===== src/rtl/swrl_pkg.sv =====
// shared types and constants of the sliding window rate limiter
`default_nettype none

package swrl_pkg;

  // field and register widths
  localparam int unsigned TIME_W    = 32;
  localparam int unsigned OCC_W     = 7;
  localparam int unsigned OCC_BUS_W = 8;
  localparam int unsigned MAX_W     = 7;
  localparam int unsigned WIN_W     = 32;
  localparam int unsigned CFG_IDX_W = 8;
  localparam int unsigned CFG_DAT_W = 32;

  // reset values of the configuration registers
  localparam logic [MAX_W-1:0] MAX_RESET = 7'd64;
  localparam logic [WIN_W-1:0] WIN_RESET = 32'd1000000;

  // configuration register indexes
  typedef enum logic [CFG_IDX_W-1:0] {
    REG_MAX_PER_WINDOW = 8'd0,
    REG_WINDOW_TICKS   = 8'd1
  } cfg_reg_e;

  // request sequencer states
  typedef enum logic [1:0] {
    ST_IDLE   = 2'b01,
    ST_EXPIRE = 2'b10
  } state_e;

  // per-cell control: shift toward the oldest end, or load a new stamp
  typedef struct packed {
    logic shift;
    logic load;
  } cell_ctrl_t;

endpackage

`default_nettype wire


===== src/rtl/swrl_cell.sv =====
// one stamp cell of the shifting stamp chain
`default_nettype none

module swrl_cell #(
  parameter int unsigned STAMP_BITS = 32
) (
  input  wire logic                   clk_i,
  input  wire swrl_pkg::cell_ctrl_t   ctrl_i,
  input  wire logic [STAMP_BITS-1:0]  next_stamp_i,  // from the younger neighbor
  input  wire logic [STAMP_BITS-1:0]  load_stamp_i,
  output logic      [STAMP_BITS-1:0]  stamp_o
);

  logic [STAMP_BITS-1:0] stamp_q, stamp_d;

  always_comb begin
    stamp_d = stamp_q;
    if (ctrl_i.shift) begin
      stamp_d = next_stamp_i;
    end else if (ctrl_i.load) begin
      stamp_d = load_stamp_i;
    end
  end

  // payload only, no reset
  always_ff @(posedge clk_i) begin
    stamp_q <= stamp_d;
  end

  assign stamp_o = stamp_q;

endmodule

`default_nettype wire


===== src/rtl/sliding_window_rate_limiter.sv =====
// top level of the sliding window rate limiter
// a request is captured on transfer, then the expiry state pops stale stamps from the chain
// head, one stamp per cycle, and the result goes into the output register once none is left
//   and that register is free; no new request is taken until the current one has finished
// reset: asynchronous active low; clears count, sequencer and output valid, loads
//   max_per_window = 64 and window_ticks = 1000000; stamp cells are not cleared
`default_nettype none

module sliding_window_rate_limiter #(
  parameter int unsigned RING_DEPTH = 64,
  parameter int unsigned STAMP_BITS = 32
) (
  input  wire logic                            clk_i,
  input  wire logic                            rst_ni,
  // request stream
  input  wire logic                            s_axis_tvalid,
  output logic                                 s_axis_tready,
  input  wire logic [swrl_pkg::TIME_W-1:0]     s_axis_tdata,   // [31:0] time_now
  input  wire logic                            s_axis_tuser,   // [0] commit
  // result stream
  output logic                                 m_axis_tvalid,
  input  wire logic                            m_axis_tready,
  output logic      [swrl_pkg::OCC_BUS_W-1:0]  m_axis_tdata,   // [6:0] occupancy, [7] zero
  output logic                                 m_axis_tuser,   // [0] admitted
  // configuration writes
  input  wire logic                            cfg_valid_i,
  output logic                                 cfg_ready_o,
  input  wire logic [swrl_pkg::CFG_IDX_W-1:0]  cfg_index_i,
  input  wire logic [swrl_pkg::CFG_DAT_W-1:0]  cfg_data_i
);

  localparam int unsigned CntW = $clog2(RING_DEPTH + 1);
  localparam int unsigned IdxW = $clog2(RING_DEPTH);
  // width for comparing an age against the window register
  localparam int unsigned CmpW = (STAMP_BITS > swrl_pkg::WIN_W) ? STAMP_BITS
                                                                : swrl_pkg::WIN_W;
  // width for comparing the count against max_per_window
  localparam int unsigned AdmW = (CntW > swrl_pkg::MAX_W) ? CntW : swrl_pkg::MAX_W;

  // ---------------------------------------------------------------------------
  // configuration registers, always ready
  // ---------------------------------------------------------------------------
  logic [swrl_pkg::MAX_W-1:0] max_q;
  logic [swrl_pkg::WIN_W-1:0] window_q;

  assign cfg_ready_o = 1'b1;

  always_ff @(posedge clk_i or negedge rst_ni) begin
    if (!rst_ni) begin
      max_q    <= swrl_pkg::MAX_RESET;
      window_q <= swrl_pkg::WIN_RESET;
    end else if (cfg_valid_i && cfg_ready_o) begin
      unique case (cfg_index_i)
        swrl_pkg::REG_MAX_PER_WINDOW: max_q    <= cfg_data_i[swrl_pkg::MAX_W-1:0];
        swrl_pkg::REG_WINDOW_TICKS:   window_q <= cfg_data_i[swrl_pkg::WIN_W-1:0];
        default: ;  // unknown index, write dropped
      endcase
    end
  end

  // ---------------------------------------------------------------------------
  // request sequencer and stamp count
  // ---------------------------------------------------------------------------
  swrl_pkg::state_e state_q, state_d;
  logic [CntW-1:0]       count_q, count_d;
  logic [STAMP_BITS-1:0] now_q;
  logic                  commit_q;

  logic                  out_valid_q, out_valid_d;
  logic                  out_admit_q;
  logic [CntW-1:0]       out_count_q;

  logic [STAMP_BITS-1:0] head_stamp;
  logic [STAMP_BITS-1:0] age;
  logic                  expire;
  logic                  admit;
  logic                  out_free;
  logic                  finish;
  logic                  pop;
  logic                  push;

  assign s_axis_tready = (state_q == swrl_pkg::ST_IDLE);

  // modular age of the oldest stamp; the head cell always holds it
  assign age    = now_q - head_stamp;
  assign expire = (count_q != '0) && (CmpW'(age) > CmpW'(window_q));

  assign admit  = (AdmW'(count_q) < AdmW'(max_q)) && (count_q < CntW'(RING_DEPTH));

  // output register frees up when empty or when its transfer happens now
  assign out_free = !out_valid_q || m_axis_tready;

  assign pop    = (state_q == swrl_pkg::ST_EXPIRE) && expire;
  assign finish = (state_q == swrl_pkg::ST_EXPIRE) && !expire && out_free;
  assign push   = finish && admit && commit_q;

  always_comb begin
    state_d = state_q;
    count_d = count_q;
    unique case (state_q)
      swrl_pkg::ST_IDLE: begin
        if (s_axis_tvalid) begin
          state_d = swrl_pkg::ST_EXPIRE;
        end
      end
      swrl_pkg::ST_EXPIRE: begin
        if (pop) begin
          count_d = count_q - CntW'(1);
        end else if (finish) begin
          state_d = swrl_pkg::ST_IDLE;
          if (push) begin
            count_d = count_q + CntW'(1);
          end
        end
      end
      default: state_d = swrl_pkg::ST_IDLE;
    endcase
  end

  always_ff @(posedge clk_i or negedge rst_ni) begin
    if (!rst_ni) begin
      state_q <= swrl_pkg::ST_IDLE;
      count_q <= '0;
    end else begin
      state_q <= state_d;
      count_q <= count_d;
    end
  end

  // request payload capture
  always_ff @(posedge clk_i) begin
    if (s_axis_tvalid && s_axis_tready) begin
      now_q    <= STAMP_BITS'(s_axis_tdata);
      commit_q <= s_axis_tuser;
    end
  end

  // ---------------------------------------------------------------------------
  // stamp cell chain: cell 0 is the oldest, pops shift every cell one place down
  // ---------------------------------------------------------------------------
  logic [STAMP_BITS-1:0] chain [RING_DEPTH];

  for (genvar k = 0; k < RING_DEPTH; k++) begin : g_cell
    swrl_pkg::cell_ctrl_t  ctrl;
    logic [STAMP_BITS-1:0] next_stamp;

    assign ctrl.shift = pop;
    // append lands just past the youngest stored stamp
    assign ctrl.load  = push && (count_q[IdxW-1:0] == IdxW'(k));

    if (k == RING_DEPTH - 1) begin : g_tail
      assign next_stamp = '0;
    end else begin : g_body
      assign next_stamp = chain[k+1];
    end

    swrl_cell #(
      .STAMP_BITS(STAMP_BITS)
    ) u_cell (
      .clk_i       (clk_i),
      .ctrl_i      (ctrl),
      .next_stamp_i(next_stamp),
      .load_stamp_i(now_q),
      .stamp_o     (chain[k])
    );
  end

  assign head_stamp = chain[0];

  // ---------------------------------------------------------------------------
  // output register
  // ---------------------------------------------------------------------------
  always_comb begin
    out_valid_d = out_valid_q;
    if (m_axis_tready) begin
      out_valid_d = 1'b0;
    end
    if (finish) begin
      out_valid_d = 1'b1;
    end
  end

  always_ff @(posedge clk_i or negedge rst_ni) begin
    if (!rst_ni) begin
      out_valid_q <= 1'b0;
    end else begin
      out_valid_q <= out_valid_d;
    end
  end

  // occupancy reported after the append
  always_ff @(posedge clk_i) begin
    if (finish) begin
      out_admit_q <= admit;
      out_count_q <= push ? (count_q + CntW'(1)) : count_q;
    end
  end

  assign m_axis_tvalid = out_valid_q;
  assign m_axis_tuser  = out_admit_q;
  assign m_axis_tdata  = {1'b0, swrl_pkg::OCC_W'(out_count_q)};

  // ---------------------------------------------------------------------------
  // assertions
  // ---------------------------------------------------------------------------
  a_count_bound: assert property (@(posedge clk_i) disable iff (!rst_ni)
    count_q <= CntW'(RING_DEPTH))
    else $error("stamp count above chain depth");

  a_pop_nonempty: assert property (@(posedge clk_i) disable iff (!rst_ni)
    pop |-> count_q != '0)
    else $error("pop from empty chain");

  a_push_room: assert property (@(posedge clk_i) disable iff (!rst_ni)
    push |-> count_q < CntW'(RING_DEPTH))
    else $error("append into full chain");

  a_accept_expire: assert property (@(posedge clk_i) disable iff (!rst_ni)
    (s_axis_tvalid && s_axis_tready) |=> state_q == swrl_pkg::ST_EXPIRE)
    else $error("accepted request not sent to expiry");

  a_finish_fills: assert property (@(posedge clk_i) disable iff (!rst_ni)
    finish |=> m_axis_tvalid)
    else $error("finished request did not produce a result");

endmodule

`default_nettype wire


===== config.mk =====
export PLATFORM = sky130hd
export DESIGN_NAME = sliding_window_rate_limiter
export DESIGN_NICKNAME = d
export VERILOG_FILES = /design/src/rtl/swrl_pkg.sv /design/src/rtl/swrl_cell.sv /design/src/rtl/sliding_window_rate_limiter.sv
export SDC_FILE = /design/constraint.sdc
export NUM_CORES = 2
export LEC_CHECK = 0
export BUFFER_PORTS_ARGS = -buffer_cell sky130_fd_sc_hd__buf_2
export CELL_PAD_IN_SITES_DETAIL_PLACEMENT = 1
export CELL_PAD_IN_SITES_GLOBAL_PLACEMENT = 2
export CORE_MARGIN = 2
export CORE_UTILIZATION = 51
export CTS_CLUSTER_DIAMETER = 50
export CTS_CLUSTER_SIZE = 14
export DETAILED_ROUTE_END_ITERATION = 8
export PLACE_DENSITY = 0.82
export SETUP_SLACK_MARGIN = 0.2
export SLEW_MARGIN = 20
export SYNTH_ARGS = -nofsm -noshare
export SYNTH_HDL_FRONTEND = slang
export SYNTH_SLANG_ARGS = --single-unit
export TNS_END_PERCENT = 20

===== constraint.sdc =====
create_clock -name clk_i -period 21 [get_ports clk_i]
set_input_delay 1.05 -clock clk_i [delete_from_list [all_inputs] [get_ports clk_i]]
set_output_delay 1.05 -clock clk_i [all_outputs]
set_load 0.005 [all_outputs]

# --- After elaboration in Yosys (flattened, before gate mapping) ---
# Cells that the tools add are included.
# W data, S select, Z words.
op_classes:
  n_reduce_logical: 147
  magnitude_cmp: 3
  muxes: 135
  n_addsub: 3
  n_eq_ne: 69
ops:
  columns: ["op", "count"]
  rows:
  - ["$mux W32", 126]
  - ["$eq A6 B6 Y1 const B", 32]
  - ["$reduce_bool A2 Y1", 65]
  - ["$eq A6 B5 Y1 const B", 16]
  - ["$logic_and A1 B1 Y1", 72]
  - ["$eq A6 B4 Y1 const B", 8]
  - ["$gt A32 B32 Y1", 1]
  - ["$sub A32 B32 Y32", 1]
  - ["$eq A6 B3 Y1 const B", 4]
  - ["$mux W7", 3]
  - ["$eq A6 B2 Y1 const B", 2]
  - ["$eq A8 B1 Y1 const B", 1]
  - ["$logic_not A8 Y1", 1]
  - ["$add A7 B1 Y7 const B", 1]
  - ["$lt A7 B7 Y1", 1]
  - ["$lt A7 B7 Y1 const B", 1]
  - ["$reduce_bool A7 Y1", 1]
  - ["$sub A7 B1 Y7 const B", 1]
  - ["$eq A6 B1 Y1 const B", 1]
  - ["$logic_not A6 Y1", 1]
  - ["$mux W2", 3]
  - ["$ne A2 B2 Y1 const B", 3]
  - ["$reduce_and A2 Y1", 3]
  - ["$pmux W2 S2", 1]
  - ["other kinds (6)", 8]
totals:
  elab_cells: 430
  out_inout_bits: 12
  register_bits: 2138

# --- Longest topological paths before layout ---
logic_depth:
  word_depth: 11
  depth_mapped: 23
  depth_no_buf: 21

# --- Cells and area by module ---
# Synthesis repeated with hierarchy kept, for this count alone.
unflattened:
  cells_unflattened: 5086
  hier_area_um2: 102861.2
by_module_without_submodules:
  columns: ["module", "cells_per_inst", "area_each_um2", "instances"]
  rows:
  - ["swrl_cell", 69, 1507.7, 64]
  - ["sliding_window_rate_limiter", 670, 6368.6, 1]

# --- Least setup slack after synthesis ---
# Ideal clock, no wire load.
synth_timing:
  kind: "reg-to-reg"
  startpoint: "reg now_q[0]"
  endpoint: "reg g_cell[15].u_cell.stamp_q[0] (enable)"
  t_arrival_ps: 7481
  t_required_ps: 20530
  path_stages_with_launch: 23
  period_less_slack_ps: 7951
  path_slack_ps: 13049
  path_cell_list: "edfxtp_1 > inv_1 > ha_1 > inv_1 > fa_1 > a21o_1 > a221oi_2 > nor4_1 > or4_1 > a41o_1 > o2111a_1 > o22ai_1 > xnor2_1 > ha_1 > nand4_1 > nand4bb_1 > or4_1 > o21ai_1 > a31oi_1 > nor4_4 > buf_4 > nand2_1 > o31ai_1"
synth_between:
  elab_chain_len: 10
synth_rtl:
  columns: ["element", "line_no", "rtl"]
  rows:
  - ["start, declared", "sliding_window_rate_limiter.sv:66", "logic [STAMP_BITS-1:0] now_q;"]
  - ["start signal, assigned", "sliding_window_rate_limiter.sv:133", "now_q <= STAMP_BITS'(s_axis_tdata);"]
  - ["$sub A32 B32 Y32 (*)", "sliding_window_rate_limiter.sv:85", "assign age = now_q - head_stamp;"]
  - ["$gt A32 B32 Y1 (*)", "sliding_window_rate_limiter.sv:86", "assign expire = (count_q != '0) && (CmpW'(age) > CmpW'(window_q));"]
  - ["$logic_and A1 B1 Y1 (*)", "sliding_window_rate_limiter.sv:86", null]
  - ["$logic_not A1 Y1", "sliding_window_rate_limiter.sv:94", "assign finish = (state_q == swrl_pkg::ST_EXPIRE) && !expire && out_free;"]
  - ["$logic_and A1 B1 Y1 (2 in series)", "sliding_window_rate_limiter.sv:94", null]
  - ["$logic_and A1 B1 Y1 (2 in series)", "sliding_window_rate_limiter.sv:95", "assign push = finish && admit && commit_q;"]
  - ["$logic_and A1 B1 Y1", "sliding_window_rate_limiter.sv:149", "assign ctrl.load = push && (count_q[IdxW-1:0] == IdxW'(k));"]
  - ["$reduce_bool A2 Y1 (no source line) (*)", null, null]
  - ["end signal, assigned", "swrl_cell.sv:27", "stamp_q <= stamp_d;"]
  - ["end, declared", "swrl_cell.sv:14", "logic [STAMP_BITS-1:0] stamp_q, stamp_d;"]
# Every way passes the cells marked *; elsewhere a longest branch is shown, timed or not.
# A chain may end at the register's enable or synchronous reset.

# --- Worst setup path after layout ---
layout_timing:
  startpoint: "reg now_q[0]"
  endpoint: "reg g_cell[26].u_cell.stamp_q[10] (data pin)"
layout_between:
  elab_chain_len: 5
layout_rtl:
  columns: ["element", "line_no", "rtl"]
  rows:
  - ["$sub A32 B32 Y32", "sliding_window_rate_limiter.sv:85", null]
  - ["$gt A32 B32 Y1", "sliding_window_rate_limiter.sv:86", null]
  - ["$logic_and A1 B1 Y1", "sliding_window_rate_limiter.sv:86", null]
  - ["$logic_and A1 B1 Y1", "sliding_window_rate_limiter.sv:93", "assign pop = (state_q == swrl_pkg::ST_EXPIRE) && expire;"]
  - ["$mux W32", "swrl_cell.sv:18", "if (ctrl_i.shift) begin"]
  - ["named net g_cell[26].u_cell.stamp_d[10]", "swrl_cell.sv:14", null]
  - ["end signal, assigned", "swrl_cell.sv:27", null]
  - ["end, declared", "swrl_cell.sv:14", null]
# The timed path passes the listed nets, and every way through them passes these cells.

==> impl_metrics.json <==
{
  "post-route-min-period_ns": 9.61,
  "cts_root_buf": "clkbuf_16",
  "total_power_uw": 13000,
  "synth_top_area_share_pct": 72.3,
  "status": "completed",
  "first_iter_violations": 4054,
  "cp.depth": 23,
  "maxSlewViolCount": 0,
  "synth.largest_area_cell": "edfxtp_1",
  "critPathCaptureType": "register",
  "synth_fp_nets": 5468,
  "hpwlAfterDp_um": 118000,
  "via_count": 45300,
  "path_buf_inv": 6,
  "cts.sinks": 2138,
  "fin_crit_sh_pct": 45.8,
  "clk_latency_ns": 0.84,
  "numCtsBuffers": 195,
  "fillerInstances": 15000,
  "cts_tree": "done",
  "track_usage_pct": 23.8,
  "r2r_cells": 23,
  "switching_share_pct": 30.4,
  "synth_edf_count": 2057,
  "synthDistinctLibCells": 66,
  "crit_type": "reg2reg",
  "cp_top_family": "buffers and inverters",
  "finalSetupViolations": 0,
  "ys_seq_area_share_pct": 74.5,
  "io_pins": 90,
  "pwr-share-clk_pct": 26.4,
  "synthFlopType": "edfxtp_1",
  "num_rows": 150,
  "initial_core_util_pct": 51.2,
  "clk_path_buf_depth": 3,
  "path_common_cell": "buf_4",
  "mostFrequentLayoutCells": "edfxtp_1 (2,057), a21o_1 (2,036), clkbuf_16 (197)",
  "p_leak_uw": 0.0404,
  "clock-skew-final_ns": 0.0272,
  "routed_wl_um": 200000,
  "p_seq_share_pct": 48.8,
  "clkTransAtPathRegs_ns": 0.06,
  "hold_path_class": "in2async",
  "register_area_sq_mm": 0.0636,
  "die_width_um": 413,
  "io_buffers": 87,
  "synth_area_sq_mm": 0.0855,
  "routedWlPerCell_um": 26.5,
  "vias_per_cell": 5.99,
  "fin_nets": 5395,
  "switching_power_uw": 3950,
  "combPwrFrac_pct": 24.8,
  "path_max_fanout": 105,
  "grt_pass1_vias": 48500,
  "cts_resized": 0,
  "worst_pin_slew_ns": 1.17,
  "critPathLaunchType": "register",
  "firstDrtPassIters": 5,
  "synth_area_per_cell_sq_um": 16.1,
  "arrival_ns": 10.31,
  "grt_pass1_wl_um": 308000,
  "ys_ff_latch": 2138,
  "ant_nets": 0,
  "multiInputGateArea_sq_mm": 0.0199,
  "die_y_um": 413,
  "layout-drive-gt1-share_pct": 11.8,
  "rsz0062_at_grt": "false",
  "area_growth_pct": 10.1,
  "dp_worst_setup_slack_ns": 11.24,
  "grt_overflow": 0,
  "core_area_sq_mm": 0.167,
  "fmax_mhz": 104,
  "maxCapViolations": 0,
  "num_antenna_cells": 0,
  "async_flop_share_pct": 2.29,
  "internal_power_uw": 9020,
  "yosys_warnings": 0,
  "cts.htree.levels": 4,
  "synth_cells": 5315,
  "synthTopCellsByArea": "edfxtp_1 (72%), a21o_1 (18%), clkbuf_1 (1.2%)",
  "placedCellCount": 7248,
  "slew_headroom_pct": 22.2,
  "drc": 0,
  "setup_tns_ns": 0,
  "gp_congestion": 0.869,
  "hold_viol": 0,
  "post_cts_buffers": 0,
  "ctsHoldBuffers": 0,
  "grt_max_degree": 229,
  "dieArea_sq_mm": 0.171,
  "cp_slowest_cell": "buf_4",
  "power_density_mw_per_mm2": 138,
  "path_cells": "inv_1, ha_1, inv_1, fa_1, a21o_1, a221oi_2, nor4_1, or4_1, a41o_1, o2111a_1, o22ai_1, xnor2_1, ha_1, nand4_1, nand4bb_1, or4_1, a21oi_1, o31a_4, buf_4, buf_4, buf_4, buf_4, a21o_1",
  "peakVddDrop_mv": 0.138,
  "stdcell_count": 7562,
  "final_common_cell": "edfxtp_1",
  "max_stage_delay_ns": 0.94,
  "required_ns": 21.70,
  "timing.final.ws_setup_ns": 11.39,
  "antenna_found_initial": 8
}
## layout make-up
cell class	instances	area share, %
Sequential cell	2138	67.6
Multi-Input combinational cell	2614	21.2
Clock buffer	221	5.35
Tap cell	2204	2.93
Timing Repair Buffer	212	1.60
Clock inverter	92	0.996
Inverter	81	0.323
## cell families after synthesis
| logic type | count (synthesis) | share of synthesized area (%) |
|---|---|---|
| muxes | 65 | 0.809 |
| xor gates and xnor gates | 34 | 0.348 |
| DFF | 2138 | 74.5 |
| and+or+nand+nor | 215 | 1.28 |
| AOI/OAI and AO/OA | 2223 | 19.2 |
| adders and majority gates | 75 | 1.11 |
| other | 2 | 0.00879 |
| buffers and inverters | 563 | 2.77 |
## flip-flops by register name, indices dropped and copies added (netlist names)
register / flops
state_q: 2
out_count_q: 7
commit_q: 1
g_cell.u_cell.stamp_o: 2048
m_axis_tvalid: 1
m_axis_tuser: 1
now_q: 32
max_q: 7
count_q: 7
window_q: 32
## layer usage
layer	share of wire, %	vias up	GRT usage (%)
met5	0	-	0
met4	2.0	0	5.62
met3	4.4	286	3.24
met2	50	986	40.2
met1	43	24000	32.9
li1	-	20000	-
## cell usage after synthesis (4+ instances only)
master	number
edfxtp_1	2057
a21o_1	2036
clkbuf_1	268
buf_2	188
inv_1	81
ha_1	74
nor2_1	59
o21ai_0	55
nand2_1	48
dfrtp_1	40
a21oi_1	35
and2_1	34
mux2_2	33
dfxtp_1	32
mux2i_1	32
o21ai_1	31
xnor2_1	28
buf_1	20
nand3_1	13
nor2b_1	10
and3_1	9
dfstp_2	9
o21a_1	8
o21bai_1	7
a211oi_1	6
a31oi_1	6
buf_4	6
nand2b_1	6
nand4_1	6
xor2_1	6
nor3_1	5
nor4_1	5
o31ai_1	5
nand3b_1	4
o211ai_1	4
## power groups by stage
stage | clock [uW] | combinational (uW) | sequential [uW]
final | 3420 | 3220 | 6320
after global routing | 3640 | 3530 | 6390
after CTS | 3500 | 3270 | 6330
after detailed placement | 0 | 3220 | 6410
after global placement | 0 | 3070 | 6380
after floorplan | 0 | 2190 | 6320
## worst reg2reg max path: cells and delay by family, from the launching register on
family / cells / cell delay (ns)
compound gates: 8 / 2.66
xor+xnor: 1 / 0.11
buf+inv: 6 / 3.75
simple gates: 5 / 1.65
flops: 1 / 0.40
fa+ha+maj: 3 / 0.90
## per-stage QoR
| stage | utilization [%] | hold WS (ns) | instance area, sq um |
|---|---|---|---|
| 6_report | 56.4 | 0.344 | 94100 |
| 5_1_grt | 56.4 | 0.345 | 94100 |
| 4_1_cts | 56.4 | 0.302 | 94100 |
| 3_5_place_dp | 52.8 | 0.490 | 88100 |
| 3_3_place_gp | 52.7 | 0.478 | 88000 |
| 2_1_floorplan | - | 0.461 | 85500 |
## final timing paths
path / start / to / slack, ns
min in group clk_i: s_axis_tdata[24] / now_q[24] / 0.39
worst max-delay path: now_q[0] / g_cell[26].u_cell.stamp_o[10] / 11.39
max in group asynchronous: rst_ni / count_q[3] / 20.18
worst max register to register: now_q[0] / g_cell[26].u_cell.stamp_o[10] / 11.39
worst min register to register: g_cell[63].u_cell.stamp_o[31] / g_cell[63].u_cell.stamp_o[31] / 0.50
worst min-delay path: rst_ni / window_q[15] / 0.34
Note: power is estimated with default switching activity, not from simulation.
